`src/sv/sjic_pkg.sv`:
```
// Shared types and constants for the stepper jog and index controller.
// No dependencies; every other file imports this package.
package sjic_pkg;

  localparam int unsigned CfgIdxW  = 1;
  localparam int unsigned CfgDataW = 16;

  localparam logic [CfgIdxW-1:0] REG_STEP_INTERVAL  = 1'b0;
  localparam logic [CfgIdxW-1:0] REG_PULSES_PER_REV = 1'b1;

  localparam logic [15:0] STEP_INTERVAL_RST  = 16'd1000;
  localparam logic [15:0] PULSES_PER_REV_RST = 16'd3200;

  localparam logic [8:0]         ANGLE_RST = 9'd10;
  localparam logic [8:0]         ANGLE_MAX = 9'd360;
  localparam logic signed [15:0] SPEED_RST = 16'sd60;
  localparam logic signed [15:0] ACCEL_RST = 16'sd10;
  localparam logic signed [15:0] SETTING_MIN = 16'sh8000;
  localparam logic signed [15:0] SETTING_MAX = 16'sh7fff;
  localparam logic [25:0]        DEG_PER_REV = 26'd360;

  typedef enum logic {
    CMD_TICK = 1'b0,
    CMD_KEY  = 1'b1
  } cmd_e;

  typedef enum logic [2:0] {
    KEY_1 = 3'd0,
    KEY_2 = 3'd1,
    KEY_3 = 3'd2,
    KEY_4 = 3'd3,
    KEY_A = 3'd4,
    KEY_B = 3'd5,
    KEY_C = 3'd6,
    KEY_D = 3'd7
  } key_e;

  typedef enum logic [1:0] {
    MENU_MAIN  = 2'd0,
    MENU_SPEED = 2'd1,
    MENU_ACCEL = 2'd2,
    MENU_ANGLE = 2'd3
  } menu_e;

  typedef struct packed {
    logic       cmd;
    logic [2:0] key_code;
  } item_t;

  typedef struct packed {
    logic               step_out;
    logic               dir_out;
    logic [1:0]         menu_page;
    logic               run_flag;
    logic               jump_flag;
    logic               hold_flag;
    logic               dir_flag;
    logic [8:0]         jump_degrees;
    logic signed [15:0] speed_value;
    logic signed [15:0] accel_value;
  } result_t;

  typedef struct packed {
    logic [15:0] step_interval;
    logic [15:0] pulses_per_rev;
  } cfg_t;

endpackage

```
`src/sv/sjic_if.sv`:
```
// Valid/ready channel interfaces for key/tick items and results.
// Depends on sjic_pkg for the payload types.
interface sjic_in_if import sjic_pkg::*; ();
  logic  valid;
  logic  ready;
  item_t data;

  modport source (output valid, output data, input ready);
  modport sink   (input valid, input data, output ready);
endinterface

interface sjic_out_if import sjic_pkg::*; ();
  logic    valid;
  logic    ready;
  result_t data;

  modport source (output valid, output data, input ready);
  modport sink   (input valid, input data, output ready);
endinterface

```
`src/sv/sjic_core.sv`:
```
// Controller state and single-pass next-state logic for one item.
// Depends on sjic_pkg; the top level supplies the item, configuration and advance.
module sjic_core import sjic_pkg::*; (
  input  logic    clk_i,
  input  logic    rst_ni,
  input  logic    adv_i,
  input  item_t   item_i,
  input  cfg_t    cfg_i,
  output result_t res_o
);

  logic [15:0]        elapsed_q, elapsed_d;
  logic               step_q, step_d;
  logic               dirlvl_q, dirlvl_d;
  logic [16:0]        jtog_q, jtog_d;
  menu_e              menu_q, menu_d;
  logic               run_q, run_d;
  logic               jump_q, jump_d;
  logic               hold_q, hold_d;
  logic               dir_q, dir_d;
  logic [8:0]         angle_q, angle_d;
  logic signed [15:0] speed_q, speed_d;
  logic signed [15:0] accel_q, accel_d;

  logic [16:0] elapsed_inc;
  logic [15:0] elapsed_sat;
  logic [16:0] jtog_inc;
  logic [25:0] jtog_deg;
  logic [24:0] pulse_deg;
  logic        dec, inc;

  assign pulse_deg = 25'(angle_q) * 25'(cfg_i.pulses_per_rev);

  always_comb begin
    elapsed_d = elapsed_q;
    step_d    = step_q;
    dirlvl_d  = dirlvl_q;
    jtog_d    = jtog_q;
    menu_d    = menu_q;
    run_d     = run_q;
    jump_d    = jump_q;
    hold_d    = hold_q;
    dir_d     = dir_q;
    angle_d   = angle_q;
    speed_d   = speed_q;
    accel_d   = accel_q;
    dec       = 1'b0;
    inc       = 1'b0;

    elapsed_inc = {1'b0, elapsed_q} + 17'd1;
    elapsed_sat = (elapsed_inc > {1'b0, cfg_i.step_interval}) ? cfg_i.step_interval
                                                               : elapsed_inc[15:0];
    jtog_inc    = jump_q ? (jtog_q + 17'd1) : jtog_q;
    jtog_deg    = 26'(jtog_inc) * DEG_PER_REV;

    if (cmd_e'(item_i.cmd) == CMD_KEY) begin
      case (key_e'(item_i.key_code))
        KEY_1:   menu_d = (menu_q == MENU_ANGLE) ? MENU_SPEED : menu_e'(menu_q + 2'd1);
        KEY_2:   dec    = 1'b1;
        KEY_3:   inc    = 1'b1;
        KEY_4:   menu_d = MENU_MAIN;
        KEY_A:   dir_d  = ~dir_q;
        KEY_B:   run_d  = ~run_q;
        KEY_C:   jump_d = 1'b1;
        KEY_D:   hold_d = ~hold_q;
        default: hold_d = hold_q;
      endcase
      case (menu_q)
        MENU_SPEED: begin
          if (dec && speed_q != SETTING_MIN) speed_d = speed_q - 16'sd1;
          if (inc && speed_q != SETTING_MAX) speed_d = speed_q + 16'sd1;
        end
        MENU_ACCEL: begin
          if (dec && accel_q != SETTING_MIN) accel_d = accel_q - 16'sd1;
          if (inc && accel_q != SETTING_MAX) accel_d = accel_q + 16'sd1;
        end
        MENU_ANGLE: begin
          if (dec && angle_q != 9'd0) angle_d = angle_q - 9'd1;
          if (inc && angle_q < ANGLE_MAX) angle_d = angle_q + 9'd1;
        end
        default: angle_d = angle_q;
      endcase
    end else begin
      elapsed_d = elapsed_sat;
      if ((run_q || jump_q) && elapsed_sat >= cfg_i.step_interval) begin
        elapsed_d = 16'd0;
        dirlvl_d  = dir_q;
        step_d    = ~step_q;
        // toggles exceed floor(P/360) exactly when 360*toggles > P
        if (jtog_deg > {1'b0, pulse_deg}) begin
          jtog_d = 17'd0;
          jump_d = 1'b0;
        end else begin
          jtog_d = jtog_inc;
        end
      end
    end
  end

  always_comb begin
    res_o.step_out     = (run_d || jump_d) ? step_d : hold_d;
    res_o.dir_out      = dirlvl_d;
    res_o.menu_page    = menu_d;
    res_o.run_flag     = run_d;
    res_o.jump_flag    = jump_d;
    res_o.hold_flag    = hold_d;
    res_o.dir_flag     = dir_d;
    res_o.jump_degrees = angle_d;
    res_o.speed_value  = speed_d;
    res_o.accel_value  = accel_d;
  end

  always_ff @(posedge clk_i or negedge rst_ni) begin
    if (!rst_ni) begin
      elapsed_q <= '0;
      step_q    <= 1'b0;
      dirlvl_q  <= 1'b0;
      jtog_q    <= '0;
      menu_q    <= MENU_MAIN;
      run_q     <= 1'b0;
      jump_q    <= 1'b0;
      hold_q    <= 1'b0;
      dir_q     <= 1'b1;
      angle_q   <= ANGLE_RST;
      speed_q   <= SPEED_RST;
      accel_q   <= ACCEL_RST;
    end else if (adv_i) begin
      elapsed_q <= elapsed_d;
      step_q    <= step_d;
      dirlvl_q  <= dirlvl_d;
      jtog_q    <= jtog_d;
      menu_q    <= menu_d;
      run_q     <= run_d;
      jump_q    <= jump_d;
      hold_q    <= hold_d;
      dir_q     <= dir_d;
      angle_q   <= angle_d;
      speed_q   <= speed_d;
      accel_q   <= accel_d;
    end
  end

endmodule

```
`src/sv/stepper_jog_index_controller.sv`:
```
// Stepper jog and index controller top level: input register, core, result register.
// The core state updates in a single pass per item; results wait in the result register.
// Throughput: one item per cycle while the result channel is not stalled.
// Reset: asynchronous, active low; clears both stages and loads the power-on settings.
// Depends on sjic_pkg, sjic_in_if, sjic_out_if and sjic_core.
module stepper_jog_index_controller import sjic_pkg::*; (
  input  logic                clk_i,
  input  logic                rst_ni,
  sjic_in_if.sink             in_chan_i,
  sjic_out_if.source          out_chan_o,
  input  logic                cfg_we_i,
  input  logic [CfgIdxW-1:0]  cfg_idx_i,
  input  logic [CfgDataW-1:0] cfg_wdata_i
);

  logic    s1_valid_q;
  item_t   s1_item_q;
  logic    out_valid_q;
  result_t res_q, res_d;
  cfg_t    cfg_q;
  logic    adv;

  assign adv             = s1_valid_q && (!out_valid_q || out_chan_o.ready);
  assign in_chan_i.ready = !s1_valid_q || adv;
  assign out_chan_o.valid = out_valid_q;
  assign out_chan_o.data  = res_q;

  sjic_core u_core (
    .clk_i  (clk_i),
    .rst_ni (rst_ni),
    .adv_i  (adv),
    .item_i (s1_item_q),
    .cfg_i  (cfg_q),
    .res_o  (res_d)
  );

  always_ff @(posedge clk_i or negedge rst_ni) begin
    if (!rst_ni) begin
      cfg_q.step_interval  <= STEP_INTERVAL_RST;
      cfg_q.pulses_per_rev <= PULSES_PER_REV_RST;
    end else if (cfg_we_i) begin
      case (cfg_idx_i)
        REG_STEP_INTERVAL:  cfg_q.step_interval  <= cfg_wdata_i;
        REG_PULSES_PER_REV: cfg_q.pulses_per_rev <= cfg_wdata_i;
        default:            cfg_q                <= cfg_q;
      endcase
    end
  end

  always_ff @(posedge clk_i or negedge rst_ni) begin
    if (!rst_ni) begin
      s1_valid_q  <= 1'b0;
      out_valid_q <= 1'b0;
    end else begin
      if (in_chan_i.ready) s1_valid_q <= in_chan_i.valid;
      if (adv) begin
        out_valid_q <= 1'b1;
      end else if (out_chan_o.ready) begin
        out_valid_q <= 1'b0;
      end
    end
  end

  always_ff @(posedge clk_i) begin
    if (in_chan_i.valid && in_chan_i.ready) s1_item_q <= in_chan_i.data;
    if (adv) res_q <= res_d;
  end

  a_idle_level: assert property (@(posedge clk_i) disable iff (!rst_ni)
    out_valid_q && !res_q.run_flag && !res_q.jump_flag |-> res_q.step_out == res_q.hold_flag)
    else $error("idle step level differs from hold flag");

  a_angle_range: assert property (@(posedge clk_i) disable iff (!rst_ni)
    out_valid_q |-> res_q.jump_degrees <= ANGLE_MAX)
    else $error("jump angle above full turn");

  a_stage_fill: assert property (@(posedge clk_i) disable iff (!rst_ni)
    in_chan_i.valid && in_chan_i.ready |=> s1_valid_q)
    else $error("transferred item lost in input register");

  a_result_fill: assert property (@(posedge clk_i) disable iff (!rst_ni)
    adv |=> out_valid_q)
    else $error("advanced item gave no result");

endmodule

```
`src/flat_wrapper.sv`:
```
// flat-port wrapper written by rule: the top's interface ports become plain ports
module stepper_jog_index_controller_flat import sjic_pkg::*;
  (clk_i, rst_ni, cfg_we_i, cfg_idx_i, cfg_wdata_i, in_chan_i_valid, in_chan_i_data, in_chan_i_ready, out_chan_o_valid, out_chan_o_data, out_chan_o_ready);
  sjic_in_if in_chan_i_i ();
  sjic_out_if out_chan_o_i ();
  input  logic clk_i;
  input  logic rst_ni;
  input  logic cfg_we_i;
  input  logic [CfgIdxW-1:0] cfg_idx_i;
  input  logic [CfgDataW-1:0] cfg_wdata_i;
  input wire logic [$bits(in_chan_i_i.valid)-1:0] in_chan_i_valid;
  input wire logic [$bits(in_chan_i_i.data)-1:0] in_chan_i_data;
  output wire logic [$bits(in_chan_i_i.ready)-1:0] in_chan_i_ready;
  output wire logic [$bits(out_chan_o_i.valid)-1:0] out_chan_o_valid;
  output wire logic [$bits(out_chan_o_i.data)-1:0] out_chan_o_data;
  input wire logic [$bits(out_chan_o_i.ready)-1:0] out_chan_o_ready;
  assign in_chan_i_i.valid = in_chan_i_valid;
  assign in_chan_i_i.data = in_chan_i_data;
  assign in_chan_i_ready = in_chan_i_i.ready;
  assign out_chan_o_valid = out_chan_o_i.valid;
  assign out_chan_o_data = out_chan_o_i.data;
  assign out_chan_o_i.ready = out_chan_o_ready;
  stepper_jog_index_controller u_core (.clk_i(clk_i), .rst_ni(rst_ni), .in_chan_i(in_chan_i_i), .out_chan_o(out_chan_o_i), .cfg_we_i(cfg_we_i), .cfg_idx_i(cfg_idx_i), .cfg_wdata_i(cfg_wdata_i));
endmodule
```
`config.mk`:
```
export PLATFORM = sky130hd
export DESIGN_NAME = stepper_jog_index_controller_flat
export DESIGN_NICKNAME = d
export VERILOG_FILES = /design/src/sv/sjic_pkg.sv /design/src/sv/sjic_if.sv /design/src/sv/sjic_core.sv /design/src/sv/stepper_jog_index_controller.sv /design/src/flat_wrapper.sv
export SDC_FILE = /design/constraint.sdc
export NUM_CORES = 1
export LEC_CHECK = 0
export BUFFER_PORTS_ARGS = -buffer_cell sky130_fd_sc_hd__buf_2
export CAP_MARGIN = 10
export CORE_ASPECT_RATIO = 1.2
export CORE_MARGIN = 4
export CORE_UTILIZATION = 60
export DETAILED_ROUTE_END_ITERATION = 10
export PLACE_DENSITY = 0.78
export SLEW_MARGIN = 20
export SYNTH_ARGS = -nofsm -noshare
export SYNTH_HDL_FRONTEND = slang
export SYNTH_HIERARCHICAL = 1
export SYNTH_SLANG_ARGS = --single-unit
export TNS_END_PERCENT = 30
```
`constraint.sdc`:
```
create_clock -name clk_i -period 13.7 [get_ports clk_i]
set_clock_uncertainty 0.15 [all_clocks]
set_input_delay 0.685 -clock clk_i [delete_from_list [all_inputs] [get_ports clk_i]]
set_output_delay 0.685 -clock clk_i [all_outputs]
set_load 0.05 [all_outputs]
```
* Word level (Yosys, flattened, before mapping) *
Index checks and enable logic that the tools add are counted.

operators by class
  multiply operators = 2
  $add $sub $neg = 9
  equality and inequality tests = 14
  magnitude comparators = 4
  reduce and logical (&&, ||, !) cells = 22
  bitwise gates (word level) = 6
  mux-type cells = 40

operators with widths
  kind                     number
  $mux W16                 10
  $ne A16 B16 Y1 const B   4
  $mux W9                  4
  $mux W17                 2
  $add A16 B2 Y16 const B  2
  $sub A16 B2 Y16 const B  2
  $gt A26 B25 Y1           1
  $mul A9 B16 Y25          1
  $mul A17 B6 Y23 const B  1
  $mux W1                  21
  $add A16 B1 Y17 const B  1
  $add A17 B1 Y17 const B  1
  $gt A17 B16 Y1           1
  $ge A16 B16 Y1           1
  $eq A3 B3 Y1 const B     4
  $add A9 B1 Y9 const B    1
  $logic_and A1 B1 Y1      9
  $lt A9 B9 Y1 const B     1
  $reduce_bool A9 Y1       1
  $sub A9 B1 Y9 const B    1
  $eq A3 B2 Y1 const B     2
  $not A1 Y1               6
  $reduce_and A2 Y1        3
  $eq A2 B2 Y1 const B     2
  10 further kinds         15

word-level totals
  register bits = 169
  input port bits = 26
  logic and storage cells = 125

* Longest topological paths before layout *
Gate-level depths: netlist of run 1.

  word-level depth = 9
  mapped depth = 32
  mapped depth without buffers = 31

* Modules after synthesis *
The synthesis of run 1 kept the hierarchy.

modules (own cells, without submodules)
  module                        cells each  area each (sq um)  sequential area each (sq um)  instances
  sjic_core                     1616        13668.1            2063.2                        1
  stepper_jog_index_controller  130         2939.1             2453.6                        1

* Worst setup path before layout of run 1 *
No wires, ideal clock.

  path type = reg-to-reg
  from = reg u_core.u_core.angle_q[1]
  to = reg u_core.res_q, in the netlist u_core/out_chan_o.data[48] (data pin)
  data arrival time = 6.714 ns
  path slack = 6.568 ns
  buffers on the path = 3
  cell stages (with the launch flop) = 30
  path through = dfstp_2 -> clkbuf_1 -> clkbuf_1 -> nand2_1 -> fa_1 -> inv_1 -> fa_1 -> fa_1 -> inv_1 -> fa_1 -> inv_1 -> ha_1 -> a2111oi_0 -> o21ai_1 -> a31oi_1 -> nor3_1 -> or3_1 -> a41oi_1 -> o21ai_1 -> xnor2_1 -> ha_1 -> nand3_1 -> nor3_1 -> o21ai_0 -> a32oi_1 -> a21oi_1 -> mux2i_1 -> buf_2 -> a21oi_1 -> a2bb2oi_1

RTL lines
  item                    RTL line                            source
  start, declared         sjic_core.sv:21                     logic [8:0] angle_q, angle_d;
  start signal, assigned  sjic_core.sv:137                    angle_q <= angle_d;
  end signal, assigned    stepper_jog_index_controller.sv:66  if (adv) res_q <= res_d;
  end, declared           stepper_jog_index_controller.sv:19  result_t res_q, res_d;

* Worst setup path in the final report of run 1 *
  from = reg u_core.u_core.jump_q
  to = reg u_core.u_core.jtog_q[5]

on the way
  word-level cells in the longest chain between the ends = 4

RTL lines
  item                    RTL line          source
  start, declared         sjic_core.sv:18   logic jump_q, jump_d;
  start signal, assigned  sjic_core.sv:134  jump_q <= jump_d;
  $mux W17                sjic_core.sv:53   jtog_inc = jump_q ? (jtog_q + 17'd1) : jtog_q;
  $mul A17 B6 Y23         sjic_core.sv:54   jtog_deg = 26'(jtog_inc) * DEG_PER_REV;
  $gt A26 B25 Y1          sjic_core.sv:90   if (jtog_deg > {1'b0, pulse_deg}) begin
  $mux W17                sjic_core.sv:90
  end signal, assigned    sjic_core.sv:131  jtog_q <= jtog_d;
  end, declared           sjic_core.sv:15   logic [16:0] jtog_q, jtog_d;

Parallel ways exist; a longest one is shown, timed or not.
A chain may end at the register's enable or synchronous reset.

==> results of run 1 <==
[synth_stat cells (4+ instances only)]
cell,n
or2_2,5
o21a_1,11
nor2_1,68
inv_1,239
a21o_1,17
o21ai_0,48
a22o_1,21
mux2_1,5
and3_1,20
fa_1,127
edfxtp_1,53
buf_4,5
xor2_1,49
o21bai_1,12
nor2b_1,8
o21ai_1,5
nand2_1,171
nand2b_1,21
nand3_1,55
and2_1,90
clkbuf_1,39
o211ai_1,4
buf_1,4
nor3_1,24
o31ai_1,16
mux2_2,37
dfstp_2,18
nand3b_1,4
nand4_1,25
xnor2_1,93
dfrtp_1,98
buf_6,4
a211oi_1,10
or3_1,9
mux2_4,10
nand4b_1,5
ha_1,156
a21oi_1,57
nor4_1,9
a21oi_2,6
mux2i_1,4
a31oi_1,9
buf_2,16
[path summary, 6_finish.rpt]
path	cells after the start	from	to	slack [ns]
max	31	u_core/u_core/jump_q$_DFFE_PN0P_	u_core/u_core/jtog_q[5]$_DFFE_PN0P_	5.85
min	1	rst_ni	u_core/cfg_q[17]$_DFFE_PN0P_	0.20
max in group asynchronous	2	rst_ni	u_core/u_core/jtog_q[3]$_DFFE_PN0P_	11.95
max reg2reg	31	u_core/u_core/jump_q$_DFFE_PN0P_	u_core/u_core/jtog_q[5]$_DFFE_PN0P_	5.85
min in group clk_i	1	in_chan_i_data[1]	u_core/s1_item_q[1]$_DFFE_PP_	0.27
min reg2reg	1	u_core/s1_valid_q$_DFFE_PN0P_	u_core/out_chan_o.valid$_DFFE_PN0P_	0.34
[worst max-delay path: cells and delay by family (launching register included)]
| kind | cells | cell delay, ns |
|---|---|---|
| mux | 1 | 0.16 |
| buf+inv | 5 | 0.63 |
| simple gates | 8 | 1.63 |
| compound gates | 10 | 2.15 |
| xor+xnor | 2 | 0.38 |
| flops | 1 | 0.68 |
| fa+ha+maj | 5 | 1.95 |
[registers in the layout, indices dropped and copies added, names as in the netlist, 2 cells and up]
| name | count |
|---|---|
| u_core/cfg_q | 32 |
| u_core/out_chan_o.data | 49 |
| u_core/s1_item_q | 4 |
| u_core/u_core/angle_q | 9 |
| u_core/u_core/jtog_q | 17 |
| u_core/u_core/menu_q | 2 |
| u_core/u_core/accel_q | 16 |
| u_core/u_core/speed_q | 16 |
| u_core/u_core/elapsed_q | 16 |
[routing by layer]
metal	global-route usage	routed length, um
met1	0.311	15400
met2	0.461	19600
met3	0.0376	1440
met4	0.116	1570
met5	0	0
[metrics by stage]
| step | cells | setup WS, ns | hold WS, ns | util |
|---|---|---|---|---|
| after global placement | 2097 | 6.05 | 0.316 | 0.630 |
| final | 2129 | 5.85 | 0.203 | 0.651 |
| after global routing | 2129 | 5.35 | 0.240 | 0.651 |
| after detailed placement | 2097 | 6.00 | 0.334 | 0.630 |
| after floorplan | 1746 | 6.57 | 0.239 | - |
| after CTS | 2129 | 5.96 | 0.205 | 0.651 |
[final cells by class]
cell class	count	area, sq um
sequential	169	4520
timing repair buffer	82	428
tap	340	425
inverter	239	897
clock buffer	19	433
fill	2128	9480
clock inverter	13	145
multi-input combinational	1267	10800
[power by group through the flow]
stage               sequential (mW)  combinational, mW  clock, mW
finish                        0.857               2.15      0.480
global route                  0.879               2.47      0.512
CTS                           0.853               2.16      0.490
detailed placement            0.860               2.14          0
global placement              0.854               2.06          0
floorplan                     0.842               1.67          0
[cells by family (layout without fill, tap and decap cells)]
group,after synthesis,count (layout),share of synthesized area
and+or+nand+nor,533,533,0.164
buffers and inverters,310,353,0.0753
adders and majority gates,283,283,0.271
AOI/OAI and AO/OA,253,253,0.104
DFF,169,169,0.272
xor gates and xnor gates,142,142,0.0749
muxes,56,56,0.0399
==> impl_metrics.toml, run 1 <==
[synthesis]
syn_area_sq_mm = 0.0166
ys_top_cells_by_area = "fa_1 (15%), dfrtp_1 (15%), ha_1 (12%), edfxtp_1 (9.6%), inv_1 (5.4%)"
synth_top_area_frac = 0.153
synth_cell_types = 80
syn_avg_cell_area_sq_um = 9.51
synthFlopType = "dfrtp_1"
synth_seq_cells = 169
async_flop_share = 0.686
synth_edf_count = 53
syn_inst = 1746
synth_nets = 2055
ys_warn_count = 6
yosysSeqAreaShare = 0.272
yosysTopAreaCell = "fa_1"

[floorplanning]
fp.dieH_um = 190
rows = 66
dieArea_sq_mm = 0.0304
start_util = 0.611
ios = 77
die_w_um = 160
core_sq_mm = 0.0272

[sta]
timing.final.crit_period_ns = 7.85
worstMarginPinSlew_ns = 0.960
hold_viol_final = 0
relSlewSlack = 0.360
setup_viol = 0
setup-tns-final_ns = 0
rsz0062_at_grt = "false"
fin_crit_sh = 0.573
fmax_ghz = 0.127
slew_viol_final = 0

[power_and_ir_drop]
power_mw = 3.48
power_frac_seq = 0.246
internal-power_mw = 1.82
power.share.clock = 0.138
swShare = 0.478
power_density_mw_per_mm2 = 197
combPwrFrac = 0.616
p_switching_mw = 1.66
total_leakage_power_nw = 8.55
ir_drop_v = 0.000155

[run]
drv_cap = 0

[placement]
place.gp.congestion = 0.903
place_area_sq_mm = 0.0171
io_buffers = 76
dp_hpwl_mm = 29.3

[clock_network]
tritoncts = "built"
cts_root_buf = "clkbuf_16"
cts_resized = 0
cts_htree_levels = 4
cts_buffers = 17
cts_setup_buffers = 0
clockBufferDepth = 2
clkTransAtPathRegs_ns = 0.07
cts_hold_buf = 0
clk_latency_ns = 0.44
clock-sinks = 169

[routing]
drtIter0Drc = 707
drc = 0
vias = 12500
routed_via_density = 5.85
ant_nets = 0
routed_wl_mm = 38.0
firstDrtPassIters = 6
wl_per_cell_um = 17.8

[global_route]
grt_pass1_vias = 13000
grt_overflow_total = 0
antenna_found_initial = 0
grt_max_degree = 64
track_usage = 0.258
grt_pass1_wl_mm = 64.1

[worst_setup_path]
critPathMaxFanout = 23
cp-start-kind = "register"
cp.arrival_ns = 8.03
crit_top_cell = "inv_1"
slowest_stage = "dfrtp_1"
critPathMaxStageDelay_ns = 0.68
critPathRequiredTime_ns = 13.88
end_kind = "register"
path_class = "reg2reg"

[layout]
final_cell_area_sq_mm = 0.0177
drive_gt1_frac = 0.115
n_antenna_cell = 0
final_common_cell = "inv_1"
layout_common_cells = "inv_1 (239), nand2_1 (171), ha_1 (156)"
areaGrowthSynthToFinish_pct = 6.52
fin_nets = 2085

[status]
status = "complete, no violations"

[min_path]
hold_class = "in2async"
Power figures use the tool's default switching activity.
==> inputs of run 2 (changes only) <==
ABC_AREA = 1   (was unset)
CORE_UTILIZATION = 58   (was 60)
PLACE_DENSITY = 0.79   (was 0.78)
clock period = 6.3 ns   (was 13.7 ns; I/O delays follow)
==> impl_metrics.toml, run 2 <==
[status]
status = "complete, no violations"

[synthesis]
synth_seq_cells = 169
synth_most_common_cell = "nand2_1"
syn_area_sq_mm = 0.0172
synthFlopType = "dfrtp_1"
synth_nets = 2554
syn_inst = 2245
yosysSeqAreaShare = 0.262
yosysTopAreaCell = "fa_1"
syn_avg_cell_area_sq_um = 7.68
ys_top_cells_by_area = "fa_1 (15%), dfrtp_1 (14%), nand2_1 (12%), ha_1 (11%), inv_1 (9.9%)"
synth_top_area_frac = 0.147
synth_edf_count = 53
synth_top_cells_by_count = "nand2_1 (572), inv_1 (453), ha_1 (156)"
ys_warn_count = 6
async_flop_share = 0.686
synth_cell_types = 55

[routing]
routed_via_density = 5.52
firstDrtPassIters = 6
drc = 0
vias = 15200
drtIter0Drc = 1354
wl_per_cell_um = 16.2
routed_wl_mm = 44.6
ant_nets = 0

[sta]
relSlewSlack = 0.269
fmax_ghz = 0.162
hold_viol_final = 0
timing.final.crit_period_ns = 6.17
fin_crit_sh = 0.980
timing.hold.ws_ns = 0.0181
worstMarginPinSlew_ns = 1.10
setup_viol = 0
setup_ws_ns = 0.126
rsz0062_at_grt = "true"
setup-tns-final_ns = 0
slew_viol_final = 0

[layout]
n_antenna_cell = 0
largest_register_ffs = 49
final_common_cell = "nand2_1"
drive_gt1_frac = 0.145
fin_nets = 2667
layout_common_cells = "nand2_1 (557), inv_1 (446), nand3_1 (146)"
areaGrowthSynthToFinish_pct = 14.3

[floorplanning]
rows = 68
core_sq_mm = 0.0290
die_w_um = 165
ios = 77
dieArea_sq_mm = 0.0326
fp.dieH_um = 197
start_util = 0.594

[global_route]
grt_max_degree = 97
track_usage = 0.270
grt_pass1_vias = 15100
grt_overflow_total = 0
antenna_found_initial = 0
grt_pass1_wl_mm = 71.9

[clock_network]
clkTransAtPathRegs_ns = 0.08
cts_htree_levels = 4
cts_buffers = 17
tritoncts = "built"
clock-sinks = 169
clk_latency_ns = 0.44
cts_root_buf = "clkbuf_16"
clockBufferDepth = 2

[worst_setup_path]
crit_top_cell = "nand2_1"
end_kind = "register"
cp.arrival_ns = 6.37
path_class = "reg2reg"
critPathMaxStageDelay_ns = 0.58
slowest_stage = "dfstp_2"
critPathMaxFanout = 17
cp-start-kind = "register"
critPathRequiredTime_ns = 6.50

[placement]
dp_hpwl_mm = 32.9
place.gp.congestion = 0.894
io_buffers = 76
pre_cts_slack_ns = -0.0273

[run]
drv_cap = 0

[power_and_ir_drop]
power_mw = 7.11
ir_drop_v = 0.000263
total_leakage_power_nw = 10.5
power_density_mw_per_mm2 = 361

[min_path]
hold_class = "in2reg"
## run 2: area by class of cell
type                       count  area [sq um]
multi-input combinational   1541         11200
fill                        2299          9300
sequential                   169          4540
inverter                     457          1720
timing repair buffer         172          1210
tap                          385           482
clock buffer                  19           433
clock inverter                13           138
## run 2: critical path, delay by kind of cell, from the launching register on
family          cells  cell delay, ns
xor+xnor            1            0.07
fa+ha+maj           6            2.59
compound gates      4            0.48
simple gates       13            1.61
flops               1            0.58
buf+inv             6            0.57
## run 2: timing repair
action                     CTS  global route
hold buffers                19             0
setup buffers                6            37
setup endpoints to repair   18            23
hold endpoints to repair    60             0
pin swaps                    0            68
gates resized for setup      5           136
## run 2: worst paths after layout
kind	startpoint	end	slack, ns	depth (start not counted)
max	u_core/u_core/angle_q[3]$_DFFE_PN1P_	u_core/u_core/jtog_q[16]$_DFFE_PN0P_	0.13	30
min reg2reg	u_core/cfg_q[21]$_DFFE_PN1P_	u_core/cfg_q[21]$_DFFE_PN1P_	0.32	2
min in group asynchronous	rst_ni	u_core/u_core/jtog_q[7]$_DFFE_PN0P_	0.31	2
min	cfg_wdata_i[14]	u_core/cfg_q[14]$_DFFE_PN0P_	0.02	3
max in group asynchronous	rst_ni	u_core/u_core/angle_q[6]$_DFFE_PN0P_	4.22	3
max reg2reg	u_core/u_core/angle_q[3]$_DFFE_PN1P_	u_core/u_core/jtog_q[16]$_DFFE_PN0P_	0.13	30
## run 2: power by group
part / internal (mW) / leakage (nW) / switching (mW)
clock: 0.557 / 0.275 / 0.497
combinational: 1.59 / 8.27 / 2.72
sequential: 1.46 / 1.98 / 0.291
## run 2: stage by stage
step                instance area, sq um  instances   util
global route                       19700       2756  0.679
finish                             19700       2756  0.679
CTS                                18800       2719  0.648
global placement                   18000       2662  0.620
detailed placement                 18000       2662  0.620
floorplan                          17200       2245      -
## run 2: logic make-up (layout without fill, tap and decap cells)
group	Yosys count	in the layout	share of synthesized area
DFF	169	169	0.262
xor gates and xnor gates	90	90	0.0462
buffers and inverters	535	661	0.123
adders and majority gates	283	283	0.261
AOI/OAI and AO/OA	241	241	0.0773
and+or+nand+nor	927	927	0.231
## run 2: per-layer routing
metal | up-vias | part of all wire | track usage
li1 | 7230 | - | -
met1 | 7246 | 0.42 | 0.350
met2 | 603 | 0.49 | 0.466
met3 | 126 | 0.054 | 0.0376
met4 | 0 | 0.036 | 0.0932
met5 | - | 0 | 0
